<file path="src/hdl/rcfs_pkg.sv">
// Package for the RC failsafe ramp controller.
// Holds widths, reset values, register map, config struct and the shared
// mapping/slew functions. No dependencies.
package rcfs_pkg;

    localparam int APB_AW    = 5;
    localparam int APB_DW    = 32;
    localparam int IN_DW     = 24;
    localparam int OUT_DW    = 56;
    localparam int THR_W     = 12;
    localparam int SRV_W     = 8;
    localparam int CNT_W     = 16;
    localparam int LOST_W    = 32;
    localparam int PROD_W    = 22;

    localparam logic [THR_W-1:0] THR_MIN_RST  = 12'd1000;
    localparam logic [THR_W-1:0] THR_MAX_RST  = 12'd2000;
    localparam logic [THR_W-1:0] THR_SAFE_RST = 12'd1000;
    localparam logic [SRV_W-1:0] SRV_MIN_RST  = 8'd20;
    localparam logic [SRV_W-1:0] SRV_MAX_RST  = 8'd160;
    localparam logic [SRV_W-1:0] SRV_CTR_RST  = 8'd90;
    localparam logic [7:0]       RAMP_RST     = 8'd4;
    localparam logic [CNT_W-1:0] TIMEOUT_RST  = 16'd80;
    localparam logic [CNT_W-1:0] COOLDOWN_RST = 16'd150;
    localparam logic [CNT_W-1:0] CNT_SAT      = 16'hFFFF;
    localparam logic [7:0]       SRV_STEP     = 8'd2;

    // floor(m / 127) == (m * RECIP_K) >> RECIP_SH for m below 2^19
    localparam logic [19:0]      RECIP_K      = 20'd528417;
    localparam int               RECIP_SH     = 26;

    typedef enum logic [2:0] {
        REG_THR_MIN  = 3'd0,
        REG_THR_MAX  = 3'd1,
        REG_THR_SAFE = 3'd2,
        REG_SRV_MIN  = 3'd3,
        REG_SRV_MAX  = 3'd4,
        REG_RAMP     = 3'd5,
        REG_TIMEOUT  = 3'd6,
        REG_COOLDOWN = 3'd7
    } reg_idx_t;

    typedef struct packed {
        logic [THR_W-1:0] thr_min;
        logic [THR_W-1:0] thr_max;
        logic [THR_W-1:0] thr_safe;
        logic [SRV_W-1:0] srv_min;
        logic [SRV_W-1:0] srv_max;
        logic [7:0]       ramp;
        logic [CNT_W-1:0] timeout;
        logic [CNT_W-1:0] cooldown;
    } cfg_t;

    // (b - 1) * (hi - lo), first half of the linear map
    function automatic logic signed [PROD_W-1:0] scale_prod(
        input logic [7:0]       b,
        input logic [THR_W-1:0] lo,
        input logic [THR_W-1:0] hi
    );
        logic signed [8:0]  b1;
        logic signed [12:0] span;
        b1   = $signed({1'b0, b}) - 9'sd1;
        span = $signed({1'b0, hi}) - $signed({1'b0, lo});
        return b1 * span;
    endfunction

    // prod / 254 truncated toward zero, plus lo, clamped to lo then hi
    function automatic logic [THR_W-1:0] scale_finish(
        input logic signed [PROD_W-1:0] prod,
        input logic [THR_W-1:0]         lo,
        input logic [THR_W-1:0]         hi
    );
        logic [PROD_W-2:0]  mag;
        logic [18:0]        half;
        logic [38:0]        qk;
        logic [12:0]        q;
        logic signed [13:0] v;
        logic signed [14:0] sum;
        logic [THR_W-1:0]   res;
        mag  = prod[PROD_W-1] ? (PROD_W-1)'(-prod) : prod[PROD_W-2:0];
        half = mag[19:1];
        qk   = half * RECIP_K;
        q    = {1'b0, qk[RECIP_SH+11:RECIP_SH]};
        v    = prod[PROD_W-1] ? -$signed({1'b0, q}) : $signed({1'b0, q});
        sum  = 15'(v) + $signed({3'b0, lo});
        if (sum < $signed({3'b0, lo})) begin
            res = lo;
        end else if (sum > $signed({3'b0, hi})) begin
            res = hi;
        end else begin
            res = sum[THR_W-1:0];
        end
        return res;
    endfunction

    function automatic logic [THR_W-1:0] slew(
        input logic [THR_W-1:0] cur,
        input logic [THR_W-1:0] tgt,
        input logic [7:0]       step
    );
        logic [THR_W-1:0] res;
        if (cur < tgt) begin
            res = ((tgt - cur) > {4'b0, step}) ? cur + {4'b0, step} : tgt;
        end else if (cur > tgt) begin
            res = ((cur - tgt) > {4'b0, step}) ? cur - {4'b0, step} : tgt;
        end else begin
            res = cur;
        end
        return res;
    endfunction

endpackage

</file>
<file path="src/hdl/rcfs_cfg.sv">
// APB register file of the RC failsafe ramp controller.
// Depends on rcfs_pkg for the register map and cfg_t.
module rcfs_cfg (
    input  logic                        aclk,
    input  logic                        aresetn,
    input  logic                        psel,
    input  logic                        penable,
    input  logic                        pwrite,
    input  logic [rcfs_pkg::APB_AW-1:0] paddr,
    input  logic [rcfs_pkg::APB_DW-1:0] pwdata,
    output logic [rcfs_pkg::APB_DW-1:0] prdata,
    output logic                        pready,
    output rcfs_pkg::cfg_t              cfg
);
    import rcfs_pkg::*;

    cfg_t     cfg_reg;
    reg_idx_t idx;
    logic     wr_en;

    assign pready = 1'b1;
    assign idx    = reg_idx_t'(paddr[APB_AW-1:2]);
    assign wr_en  = psel && penable && pwrite && pready;
    assign cfg    = cfg_reg;

    always_ff @(posedge aclk) begin
        if (!aresetn) begin
            cfg_reg.thr_min  <= THR_MIN_RST;
            cfg_reg.thr_max  <= THR_MAX_RST;
            cfg_reg.thr_safe <= THR_SAFE_RST;
            cfg_reg.srv_min  <= SRV_MIN_RST;
            cfg_reg.srv_max  <= SRV_MAX_RST;
            cfg_reg.ramp     <= RAMP_RST;
            cfg_reg.timeout  <= TIMEOUT_RST;
            cfg_reg.cooldown <= COOLDOWN_RST;
        end else if (wr_en) begin
            case (idx)
                REG_THR_MIN:  cfg_reg.thr_min  <= pwdata[THR_W-1:0];
                REG_THR_MAX:  cfg_reg.thr_max  <= pwdata[THR_W-1:0];
                REG_THR_SAFE: cfg_reg.thr_safe <= pwdata[THR_W-1:0];
                REG_SRV_MIN:  cfg_reg.srv_min  <= pwdata[SRV_W-1:0];
                REG_SRV_MAX:  cfg_reg.srv_max  <= pwdata[SRV_W-1:0];
                REG_RAMP:     cfg_reg.ramp     <= pwdata[7:0];
                REG_TIMEOUT:  cfg_reg.timeout  <= pwdata[CNT_W-1:0];
                REG_COOLDOWN: cfg_reg.cooldown <= pwdata[CNT_W-1:0];
                default: ;
            endcase
        end
    end

    always_comb begin
        case (idx)
            REG_THR_MIN:  prdata = APB_DW'(cfg_reg.thr_min);
            REG_THR_MAX:  prdata = APB_DW'(cfg_reg.thr_max);
            REG_THR_SAFE: prdata = APB_DW'(cfg_reg.thr_safe);
            REG_SRV_MIN:  prdata = APB_DW'(cfg_reg.srv_min);
            REG_SRV_MAX:  prdata = APB_DW'(cfg_reg.srv_max);
            REG_RAMP:     prdata = APB_DW'(cfg_reg.ramp);
            REG_TIMEOUT:  prdata = APB_DW'(cfg_reg.timeout);
            REG_COOLDOWN: prdata = APB_DW'(cfg_reg.cooldown);
            default:      prdata = '0;
        endcase
    end

endmodule

</file>
<file path="src/hdl/rcfs_outq.sv">
// Two-word result queue of the RC failsafe ramp controller: output
// register plus skid word. Depends on rcfs_pkg for the word width.
module rcfs_outq (
    input  logic                        aclk,
    input  logic                        aresetn,
    input  logic                        push,
    input  logic [rcfs_pkg::OUT_DW-1:0] push_data,
    output logic                        ready,
    output logic                        m_tvalid,
    input  logic                        m_tready,
    output logic [rcfs_pkg::OUT_DW-1:0] m_tdata
);
    import rcfs_pkg::*;

    logic [1:0]        count_reg, count_next;
    logic [OUT_DW-1:0] head_reg, head_next;
    logic [OUT_DW-1:0] tail_reg, tail_next;
    logic              pop;

    assign m_tvalid = (count_reg != 2'd0);
    assign ready    = (count_reg != 2'd2);
    assign m_tdata  = head_reg;
    assign pop      = m_tvalid && m_tready;

    always_comb begin
        count_next = count_reg;
        head_next  = head_reg;
        tail_next  = tail_reg;
        if (pop && push) begin
            if (count_reg == 2'd1) begin
                head_next = push_data;
            end else begin
                head_next = tail_reg;
                tail_next = push_data;
            end
        end else if (pop) begin
            head_next  = tail_reg;
            count_next = count_reg - 2'd1;
        end else if (push) begin
            if (count_reg == 2'd0) begin
                head_next = push_data;
            end else begin
                tail_next = push_data;
            end
            count_next = count_reg + 2'd1;
        end
    end

    always_ff @(posedge aclk) begin
        if (!aresetn) begin
            count_reg <= 2'd0;
        end else begin
            count_reg <= count_next;
        end
        head_reg <= head_next;
        tail_reg <= tail_next;
    end

endmodule

</file>
<file path="src/hdl/rc_failsafe_ramp_controller.sv">
// RC receiver failsafe with slew-limited throttle and servo outputs.
// Depends on rcfs_pkg, rcfs_cfg and rcfs_outq.
//
//   port group | dir | word contents
//   s_         | in  | tdata: stick_x, stick_y, sequence_req; tuser: action
//   m_         | out | tdata: throttle, servo, link_up, lost, reinit
//   apb        | in  | eight config registers at byte offsets 0..28
//
// One word per cycle; the result is queued at the edge that takes the word.
// A packet's stick mapping finishes in the cycle after it (product, then reciprocal
// divide); a tick in that cycle uses the just-finished target directly.
// s_tready drops only while both result slots are full.
// Reset is synchronous, active low, and loads the register reset values.
module rc_failsafe_ramp_controller (
    input  logic                         aclk,
    input  logic                         aresetn,
    input  logic                         s_tvalid,
    output logic                         s_tready,
    input  logic [rcfs_pkg::IN_DW-1:0]   s_tdata,  // stick_x, stick_y, sequence_req
    input  logic                         s_tuser,  // action
    output logic                         m_tvalid,
    input  logic                         m_tready,
    output logic [rcfs_pkg::OUT_DW-1:0]  m_tdata,  // throttle, servo, link_up, lost, reinit, pad
    input  logic                         psel,
    input  logic                         penable,
    input  logic                         pwrite,
    input  logic [rcfs_pkg::APB_AW-1:0]  paddr,
    input  logic [rcfs_pkg::APB_DW-1:0]  pwdata,
    output logic [rcfs_pkg::APB_DW-1:0]  prdata,
    output logic                         pready
);
    import rcfs_pkg::*;

    cfg_t cfg;

    logic [7:0] stick_x, stick_y, seq_in;
    logic       accept, is_pkt, is_tick;

    logic [THR_W-1:0]         thr_tgt_reg, thr_tgt_next;
    logic [THR_W-1:0]         thr_cur_reg, thr_cur_next;
    logic [SRV_W-1:0]         srv_tgt_reg, srv_tgt_next;
    logic [SRV_W-1:0]         srv_cur_reg, srv_cur_next;
    logic [7:0]               prev_seq_reg, prev_seq_next;
    logic                     seen_reg, seen_next;
    logic [LOST_W-1:0]        lost_reg, lost_next;
    logic                     link_reg, link_next;
    logic [CNT_W-1:0]         sil_reg, sil_next;
    logic [CNT_W-1:0]         tsr_reg, tsr_next;

    // pending packet mapping
    logic                     pend_reg;
    logic signed [PROD_W-1:0] pthr_prod_reg, psrv_prod_reg;
    logic [THR_W-1:0]         pthr_lo_reg, pthr_hi_reg;
    logic [SRV_W-1:0]         psrv_lo_reg, psrv_hi_reg;

    logic [THR_W-1:0]  thr_map, thr_eff;
    logic [THR_W-1:0]  srv_map;
    logic [SRV_W-1:0]  srv_eff, srv_ctr;
    logic [8:0]        srv_sum;
    logic [7:0]        seq_gap;
    logic [LOST_W:0]   lost_sum;
    logic [CNT_W-1:0]  sil_inc, tsr_inc;
    logic              timed_out, reinit;
    logic [THR_W-1:0]  srv_slew;
    logic [OUT_DW-1:0] res_word;

    rcfs_cfg u_cfg (
        .aclk    (aclk),
        .aresetn (aresetn),
        .psel    (psel),
        .penable (penable),
        .pwrite  (pwrite),
        .paddr   (paddr),
        .pwdata  (pwdata),
        .prdata  (prdata),
        .pready  (pready),
        .cfg     (cfg)
    );

    assign stick_x = s_tdata[7:0];
    assign stick_y = s_tdata[15:8];
    assign seq_in  = s_tdata[23:16];
    assign accept  = s_tvalid && s_tready;
    assign is_pkt  = accept && !s_tuser;
    assign is_tick = accept && s_tuser;

    assign srv_sum = {1'b0, cfg.srv_min} + {1'b0, cfg.srv_max};
    assign srv_ctr = srv_sum[8:1];

    assign thr_map = scale_finish(pthr_prod_reg, pthr_lo_reg, pthr_hi_reg);
    assign srv_map = scale_finish(psrv_prod_reg, {4'b0, psrv_lo_reg}, {4'b0, psrv_hi_reg});
    assign thr_eff = pend_reg ? thr_map : thr_tgt_reg;
    assign srv_eff = pend_reg ? srv_map[SRV_W-1:0] : srv_tgt_reg;

    assign seq_gap  = seq_in - prev_seq_reg - 8'd1;
    assign lost_sum = {1'b0, lost_reg} + {25'b0, seq_gap};

    assign sil_inc   = (sil_reg == CNT_SAT) ? sil_reg : sil_reg + 16'd1;
    assign tsr_inc   = (tsr_reg == CNT_SAT) ? tsr_reg : tsr_reg + 16'd1;
    assign timed_out = sil_inc > cfg.timeout;
    assign reinit    = is_tick && timed_out && (tsr_inc > cfg.cooldown);

    always_comb begin
        thr_tgt_next  = thr_eff;
        srv_tgt_next  = srv_eff;
        thr_cur_next  = thr_cur_reg;
        srv_cur_next  = srv_cur_reg;
        prev_seq_next = prev_seq_reg;
        seen_next     = seen_reg;
        lost_next     = lost_reg;
        link_next     = link_reg;
        sil_next      = sil_reg;
        tsr_next      = tsr_reg;
        srv_slew      = '0;
        if (is_pkt) begin
            link_next     = 1'b1;
            sil_next      = '0;
            seen_next     = 1'b1;
            prev_seq_next = seq_in;
            if (seen_reg) begin
                lost_next = lost_sum[LOST_W] ? {LOST_W{1'b1}} : lost_sum[LOST_W-1:0];
            end
        end else if (is_tick) begin
            sil_next = sil_inc;
            tsr_next = reinit ? '0 : tsr_inc;
            if (timed_out) begin
                link_next    = 1'b0;
                thr_tgt_next = cfg.thr_safe;
                srv_tgt_next = srv_ctr;
            end
            thr_cur_next = slew(thr_cur_reg, thr_tgt_next, cfg.ramp);
            srv_slew     = slew({4'b0, srv_cur_reg}, {4'b0, srv_tgt_next}, SRV_STEP);
            srv_cur_next = srv_slew[SRV_W-1:0];
        end
    end

    always_ff @(posedge aclk) begin
        if (!aresetn) begin
            thr_tgt_reg  <= THR_SAFE_RST;
            thr_cur_reg  <= THR_SAFE_RST;
            srv_tgt_reg  <= SRV_CTR_RST;
            srv_cur_reg  <= SRV_CTR_RST;
            prev_seq_reg <= '0;
            seen_reg     <= 1'b0;
            lost_reg     <= '0;
            link_reg     <= 1'b0;
            sil_reg      <= '0;
            tsr_reg      <= CNT_SAT;
            pend_reg     <= 1'b0;
        end else begin
            thr_tgt_reg  <= thr_tgt_next;
            thr_cur_reg  <= thr_cur_next;
            srv_tgt_reg  <= srv_tgt_next;
            srv_cur_reg  <= srv_cur_next;
            prev_seq_reg <= prev_seq_next;
            seen_reg     <= seen_next;
            lost_reg     <= lost_next;
            link_reg     <= link_next;
            sil_reg      <= sil_next;
            tsr_reg      <= tsr_next;
            pend_reg     <= is_pkt;
        end
        if (is_pkt) begin
            pthr_prod_reg <= scale_prod(stick_x, cfg.thr_min, cfg.thr_max);
            psrv_prod_reg <= scale_prod(stick_y, {4'b0, cfg.srv_min}, {4'b0, cfg.srv_max});
            pthr_lo_reg   <= cfg.thr_min;
            pthr_hi_reg   <= cfg.thr_max;
            psrv_lo_reg   <= cfg.srv_min;
            psrv_hi_reg   <= cfg.srv_max;
        end
    end

    assign res_word = {2'b0, reinit, lost_next, link_next, srv_cur_next, thr_cur_next};

    rcfs_outq u_outq (
        .aclk      (aclk),
        .aresetn   (aresetn),
        .push      (accept),
        .push_data (res_word),
        .ready     (s_tready),
        .m_tvalid  (m_tvalid),
        .m_tready  (m_tready),
        .m_tdata   (m_tdata)
    );

endmodule

</file>
<file path="config.mk">
export PLATFORM = sky130hd
export DESIGN_NAME = rc_failsafe_ramp_controller
export DESIGN_NICKNAME = d
export VERILOG_FILES = /design/src/hdl/rcfs_pkg.sv /design/src/hdl/rcfs_cfg.sv /design/src/hdl/rcfs_outq.sv /design/src/hdl/rc_failsafe_ramp_controller.sv
export SDC_FILE = /design/constraint.sdc
export NUM_CORES = 2
export LEC_CHECK = 0
export ABC_CLOCK_PERIOD_IN_PS = 34700
export BUFFER_PORTS_ARGS = -buffer_cell sky130_fd_sc_hd__buf_2
export CAP_MARGIN = 20
export CORE_MARGIN = 1.5
export CORE_UTILIZATION = 31
export CTS_CLUSTER_DIAMETER = 40
export CTS_CLUSTER_SIZE = 40
export DETAILED_ROUTE_END_ITERATION = 10
export PLACE_DENSITY = 0.48
export SYNTH_ARGS = -nofsm -noshare
export SYNTH_HDL_FRONTEND = slang
export SYNTH_SLANG_ARGS = --single-unit
</file>
<file path="constraint.sdc">
create_clock -name aclk -period 34.7 [get_ports aclk]
set_clock_uncertainty 0.1 [all_clocks]
set_input_delay 6.94 -clock aclk [delete_from_list [all_inputs] [get_ports aclk]]
set_output_delay 6.94 -clock aclk [all_outputs]
set_load 0.01 [all_outputs]
</file>
Yosys cells after proc, flatten, opt, wreduce, memory -nomap -nowiden --
Cells that the tools add are included.
Word-level totals: register bits after elaboration 401, latch bits 0, RAM bits 0, bits in read-only memories 0, output and inout port bits 91, logic and storage cells 173, memories kept 0
Cells by class: $add $sub $neg 26, multiply operators 4, div/mod/pow operators 0, $lt $le $gt $ge 14, eq/ne operators 14, shift operators 0, mux-type cells 54, bitwise logic cells 3, reductions and logical operators 30
Operator list (count):
- two-way mux 56 bit | 10
- one-hot mux 32 bit (8 select lines) | 1
- two-way mux 12 bit | 14
- two-way mux 8 bit | 14
- two-way mux 32 bit | 3
- multiplier 19 x 20 -> 38 bit (second input constant) | 2
- two-way mux 16 bit | 3
- two-way mux 20 bit | 2
- adder 32 x 8 -> 33 bit | 1
- adder 16 x 1 -> 16 bit (second input constant) | 2
- equality test 16 bit (second input constant) | 2
- > comparator 16 bit | 2
- two-way mux 14 bit | 2
- negation 12 -> 14 bit | 2
- subtractor 8 x 8 -> 9 bit | 3
- > comparator 12 x 2 -> 1 bit (second input constant) | 2
- > comparator 12 x 8 -> 1 bit | 2
- subtractor 12 bit | 2
- multiplier 9 x 13 -> 22 bit | 1
- AND reduction 2 bit | 11
- negation 18 -> 20 bit | 1
- negation 20 bit | 1
- multiplier 9 x 9 -> 18 bit | 1
- subtractor 8 x 1 -> 9 bit (second input constant) | 2
- 37 further kinds | 59

Depth between registers and ports, before layout --
depth in word-level cells 24, gate-level depth with buffers 69, depth with buffers taken out 67

By module --
A second synthesis with hierarchy kept.
Unflattened totals: cell total of the unflattened synthesis 4396, area, all modules 39291.4 sq um
Modules (own cells, without submodules):
- rc_failsafe_ramp_controller | instances 1, cells an instance 3648, area an instance 30289.0 sq um, sequential area each 4674.5 sq um
- rcfs_cfg | instances 1, cells an instance 549, area an instance 4550.6 sq um, sequential area each 1841.8 sq um
- rcfs_outq | instances 1, cells an instance 199, area an instance 4451.8 sq um, sequential area each 3403.3 sq um

Worst setup path before layout --
Ideal clock, no wire load.
path kind input to register, start input m_tready, end register u_outq.tail_reg[0] (enable), setup time 0.755 ns, data arrival time 15.935 ns, path slack 17.910 ns, stages on the path 4, path buffers 0, cells stage by stage nor2b_1 ha_1 nor2b_1 a2111oi_0
On the way: cells in the longest elaborated chain, start to end 4, elaborated cells between the ends (all ways) 7, classes of those cells 3 x eq/ne; 4 x reduce/logical
Ends and longest elaborated chain:
- from (decl) | line rc_failsafe_ramp_controller.sv:22 | input logic m_tready,
- logical AND 1 bit (*) | line rcfs_outq.sv:23 | assign pop = m_tvalid && m_tready;
- logical AND 1 bit | line rcfs_outq.sv:29 | if (pop && push) begin
- inequality test 2 bit (no source line) (tied with other cells)
- AND reduction 4 bit (no source line) (*)
- to (signal assigned) | line rcfs_outq.sv:56 | tail_reg <= tail_next;
- to (decl) | line rcfs_outq.sv:17 | logic [OUT_DW-1:0] tail_reg, tail_next;
Mark *: on every way between the ends. The rest lies on a longest branch, timed or not. A chain may end at the register's enable or synchronous reset.

Final worst setup path --
start input paddr[3] (netlist bit), end output prdata[1] (netlist bit)
On the way: cells in the longest elaborated chain, start to end 2, elaborated cells between the ends (all ways) 9, classes of those cells 7 x eq/ne; 1 x mux; 1 x reduce/logical
Ends and longest elaborated chain:
- from (decl) | line rc_failsafe_ramp_controller.sv:27 | input logic [rcfs_pkg::APB_AW-1:0] paddr,
- equality test 3 bit (tied with other cells) | line rcfs_cfg.sv:52 | case (idx)
- one-hot mux 32 bit (8 select lines) (*) | line rcfs_cfg.sv:52
- to (decl) | line rc_failsafe_ramp_controller.sv:29 | output logic [rcfs_pkg::APB_DW-1:0] prdata,
Mark *: on every way between the ends. The rest lies on a longest branch, timed or not. The select of a mux whose other input is x is not followed.

==> metrics.txt <==
outcome completed; final routed DRC violation total 0; wire length reported by the detailed router 102500 microns; fin. max-slew vios 0; top flip-flop cell by instance count after synthesis sky130_fd_sc_hd__dfxtp_1; # port buffers 122; Gate Count Post-Synth between 4000 and 5000; vertical die dimension around 350 microns; antenna violations before repair 9; Async S/R FF share, synth 0%; area of the placeable core about 120000 sq um; Cell Area, Synth about 38000 sq um; ratio of cells with drive above 1 in the final layout just over 8%; Worst-Skew Late Latency between 600 and 700 ps; setup ws final roughly 18000 ps; chip width approximately 350 microns; filler-free cell count of the finished design between 6000 and 7000; Worst Path Required roughly 28000 ps; number of detailed-routing iterations run before antenna repair 5; total setup buffers inserted after CTS 0; sequential fraction of the synthesis area between 20% and 30%; Clock Pin Slew Worst Setup and Hold Paths approximately 50 ps; half-perimeter wire length after placement about 81000 microns; average footprint of a synthesized cell 8.691 sq um; Synth Area in Simple Gates between 15 and 20%; clock tree root driver cell sky130_fd_sc_hd__clkbuf_16; number of cells on the worst hold path 0; number of max-cap violations 0; Worst Hold Class reg -> reg; Largest register FFs roughly 90; worst reg2reg path startpoint pthr_prod_reg[9]; setup-violating endpoint count in the final report 0; initial detailed-routing violation count 1572; Worst Path Max Fanout 27; critical path launch point type input port; synthesis-stage register bit count about 400; largest net degree at the start of global routing 95; CTS Buffer Depth 3; Slew @ Worst Pin 1117 ps; Cell Rows around 130; DP Area around 40000 sq um; count of cells along the worst register-to-register path 66; total clock buffers created by CTS approximately 70; RSZ-0062 raised after global routing false; GRT Util Overall about 17%; number of enable flip-flop cells after synthesis around 190; starting utilization of the core area a little under a third; number of global-route vias before repair a little under 30000; portion of netlist area occupied by mux cells 2.697%; Routed wire per std cell ~17 microns; r2r setup slk 18570 ps; hold worst-path end pthr_lo_reg[3]; via density per instance 4.906; wire length of the first global-routing pass ~160000 microns; final weighted congestion of routability-driven global placement 0.8437; number of distinct library cell variants in the gate-level netlist after synthesis between 100 and 150; TritonCTS clock tree built; end of the worst register-to-register path u_outq.m_tdata[0]; Final Hold Viols 0; post-cts repair resize count 0; setup slack at placement around 18000 ps; XOR/XNOR Fraction of Synth Area roughly 6.0%; clk sink count roughly 400; element type at the critical path end primary output; area of the die about 120000 sq um; min cycle time layout 16580 ps; sum of negative setup slack 0 ps; number of levels the H-tree was split into 3; synth warn 0; final design area excluding fillers about 42000 sq um; most frequent standard cell in the layout excluding fill and tap cells sky130_fd_sc_hd__inv_1; crit path DAT around 9500 ps; area fraction in compound gates after synthesis 15.69%; adder-cell share of the synthesized area between 20% and 30%; crit path kind in -> out; Relative slew margins around 25%; total number of vias between 20000 and 30000; post-cts hold buffer count 0; fraction of the cycle the final worst path needs ~48%; IO Count 160; residual overflow from global routing 0; Area Overhead vs Synth 12.75%; count of nets left with antenna violations after detail routing 0; most used cells in the layout excluding fill and tap cells 535 x sky130_fd_sc_hd__inv_1, 524 x sky130_fd_sc_hd__nand2_1, 456 x sky130_fd_sc_hd__ha_1; largest family of logic cells by synthesized area adder cells; Max Clock Freq roughly 0.060 GHz; number of instances in the placed design slightly below 6000; Net count, final roughly 5000; Hold Path Origin u_cfg.cfg[83]
[cells by family after synthesis]
| logic type | Yosys count |
|---|---|
| compound gates | 906 |
| xor+xnor | 258 |
| fa+ha+maj | 668 |
| buf+inv | 716 |
| flops | 396 |
| mux | 94 |
| other cells | 2 |
| simple gates | 1290 |
[worst max-delay path by stage]
stage                                start                 end  slack, ps
after floorplan                   m_tready  u_outq.tail_reg[0]      17910
after global placement            paddr[3]           prdata[1]      18060
after detailed placement          paddr[3]           prdata[1]      18020
after CTS                         paddr[3]           prdata[1]      18020
after global routing      pthr_prod_reg[9]   u_outq.m_tdata[0]      17140
final                             paddr[3]           prdata[1]      18120
[critical path, cell delays in order]
cell and delay [ps]:
sky130_fd_sc_hd__buf_2 480, sky130_fd_sc_hd__clkinv_1 650, sky130_fd_sc_hd__nor2_1 360, sky130_fd_sc_hd__a22o_1 210, sky130_fd_sc_hd__a221oi_1 90, sky130_fd_sc_hd__a31oi_1 530
sky130_fd_sc_hd__buf_2 250
[cells in the mapped netlist, types with 54 or more instances]
cell type	n	area share (%)
sky130_fd_sc_hd__nor3_1	54	0.72
sky130_fd_sc_hd__ha_1	456	15
sky130_fd_sc_hd__nand2_1	524	5.2
sky130_fd_sc_hd__fa_1	212	11
sky130_fd_sc_hd__inv_1	537	5.4
sky130_fd_sc_hd__nand2b_1	69	1.1
sky130_fd_sc_hd__o21ai_0	155	2.1
sky130_fd_sc_hd__dfxtp_1	209	11
sky130_fd_sc_hd__a21oi_1	290	3.9
sky130_fd_sc_hd__clkbuf_1	142	1.4
sky130_fd_sc_hd__a21o_1	73	1.5
sky130_fd_sc_hd__nand3_1	74	0.98
sky130_fd_sc_hd__mux2i_1	65	1.7
sky130_fd_sc_hd__nor2_1	318	3.2
sky130_fd_sc_hd__edfxtp_1	187	15
sky130_fd_sc_hd__xnor2_1	185	4.3
sky130_fd_sc_hd__xor2_1	73	1.7
[area by class of cell]
cell class              instances  area [sq um]
repair buffers                161         919.6
inverters                     540          2032
clock buffers                  82          1836
flip-flops and latches        396          9799
well taps                    1612          2017
diodes                          1         2.502
fillers                     12550         77700
multi-input cells            3239         25190
clock inverters                46         630.6
[layer usage]
| metal | GRT usage, % | vias up | wire, microns |
|---|---|---|---|
| li1 | - | 14950 | - |
| met1 | 22.99 | 14260 | 49420 |
| met3 | 1.888 | 98 | 3826 |
| met2 | 27.56 | 487 | 47820 |
| met4 | 3.228 | 8 | 1400 |
| met5 | 0 | - | 34 |
[stage by stage]
| step | util (%) | hold slack, ps |
|---|---|---|
| 6_report | 35.32 | 327.8 |
| 4_1_cts | 35.29 | 328.8 |
| 2_1_floorplan | - | 308.2 |
| 3_5_place_dp | 33.24 | 316.1 |
| 5_1_grt | 35.32 | 340.0 |
| 3_3_place_gp | 33.23 | 312.7 |
Power is left out: the tool's default activity adds up to more than one toggle a clock period on the data nets, which glitch-free logic cannot reach.
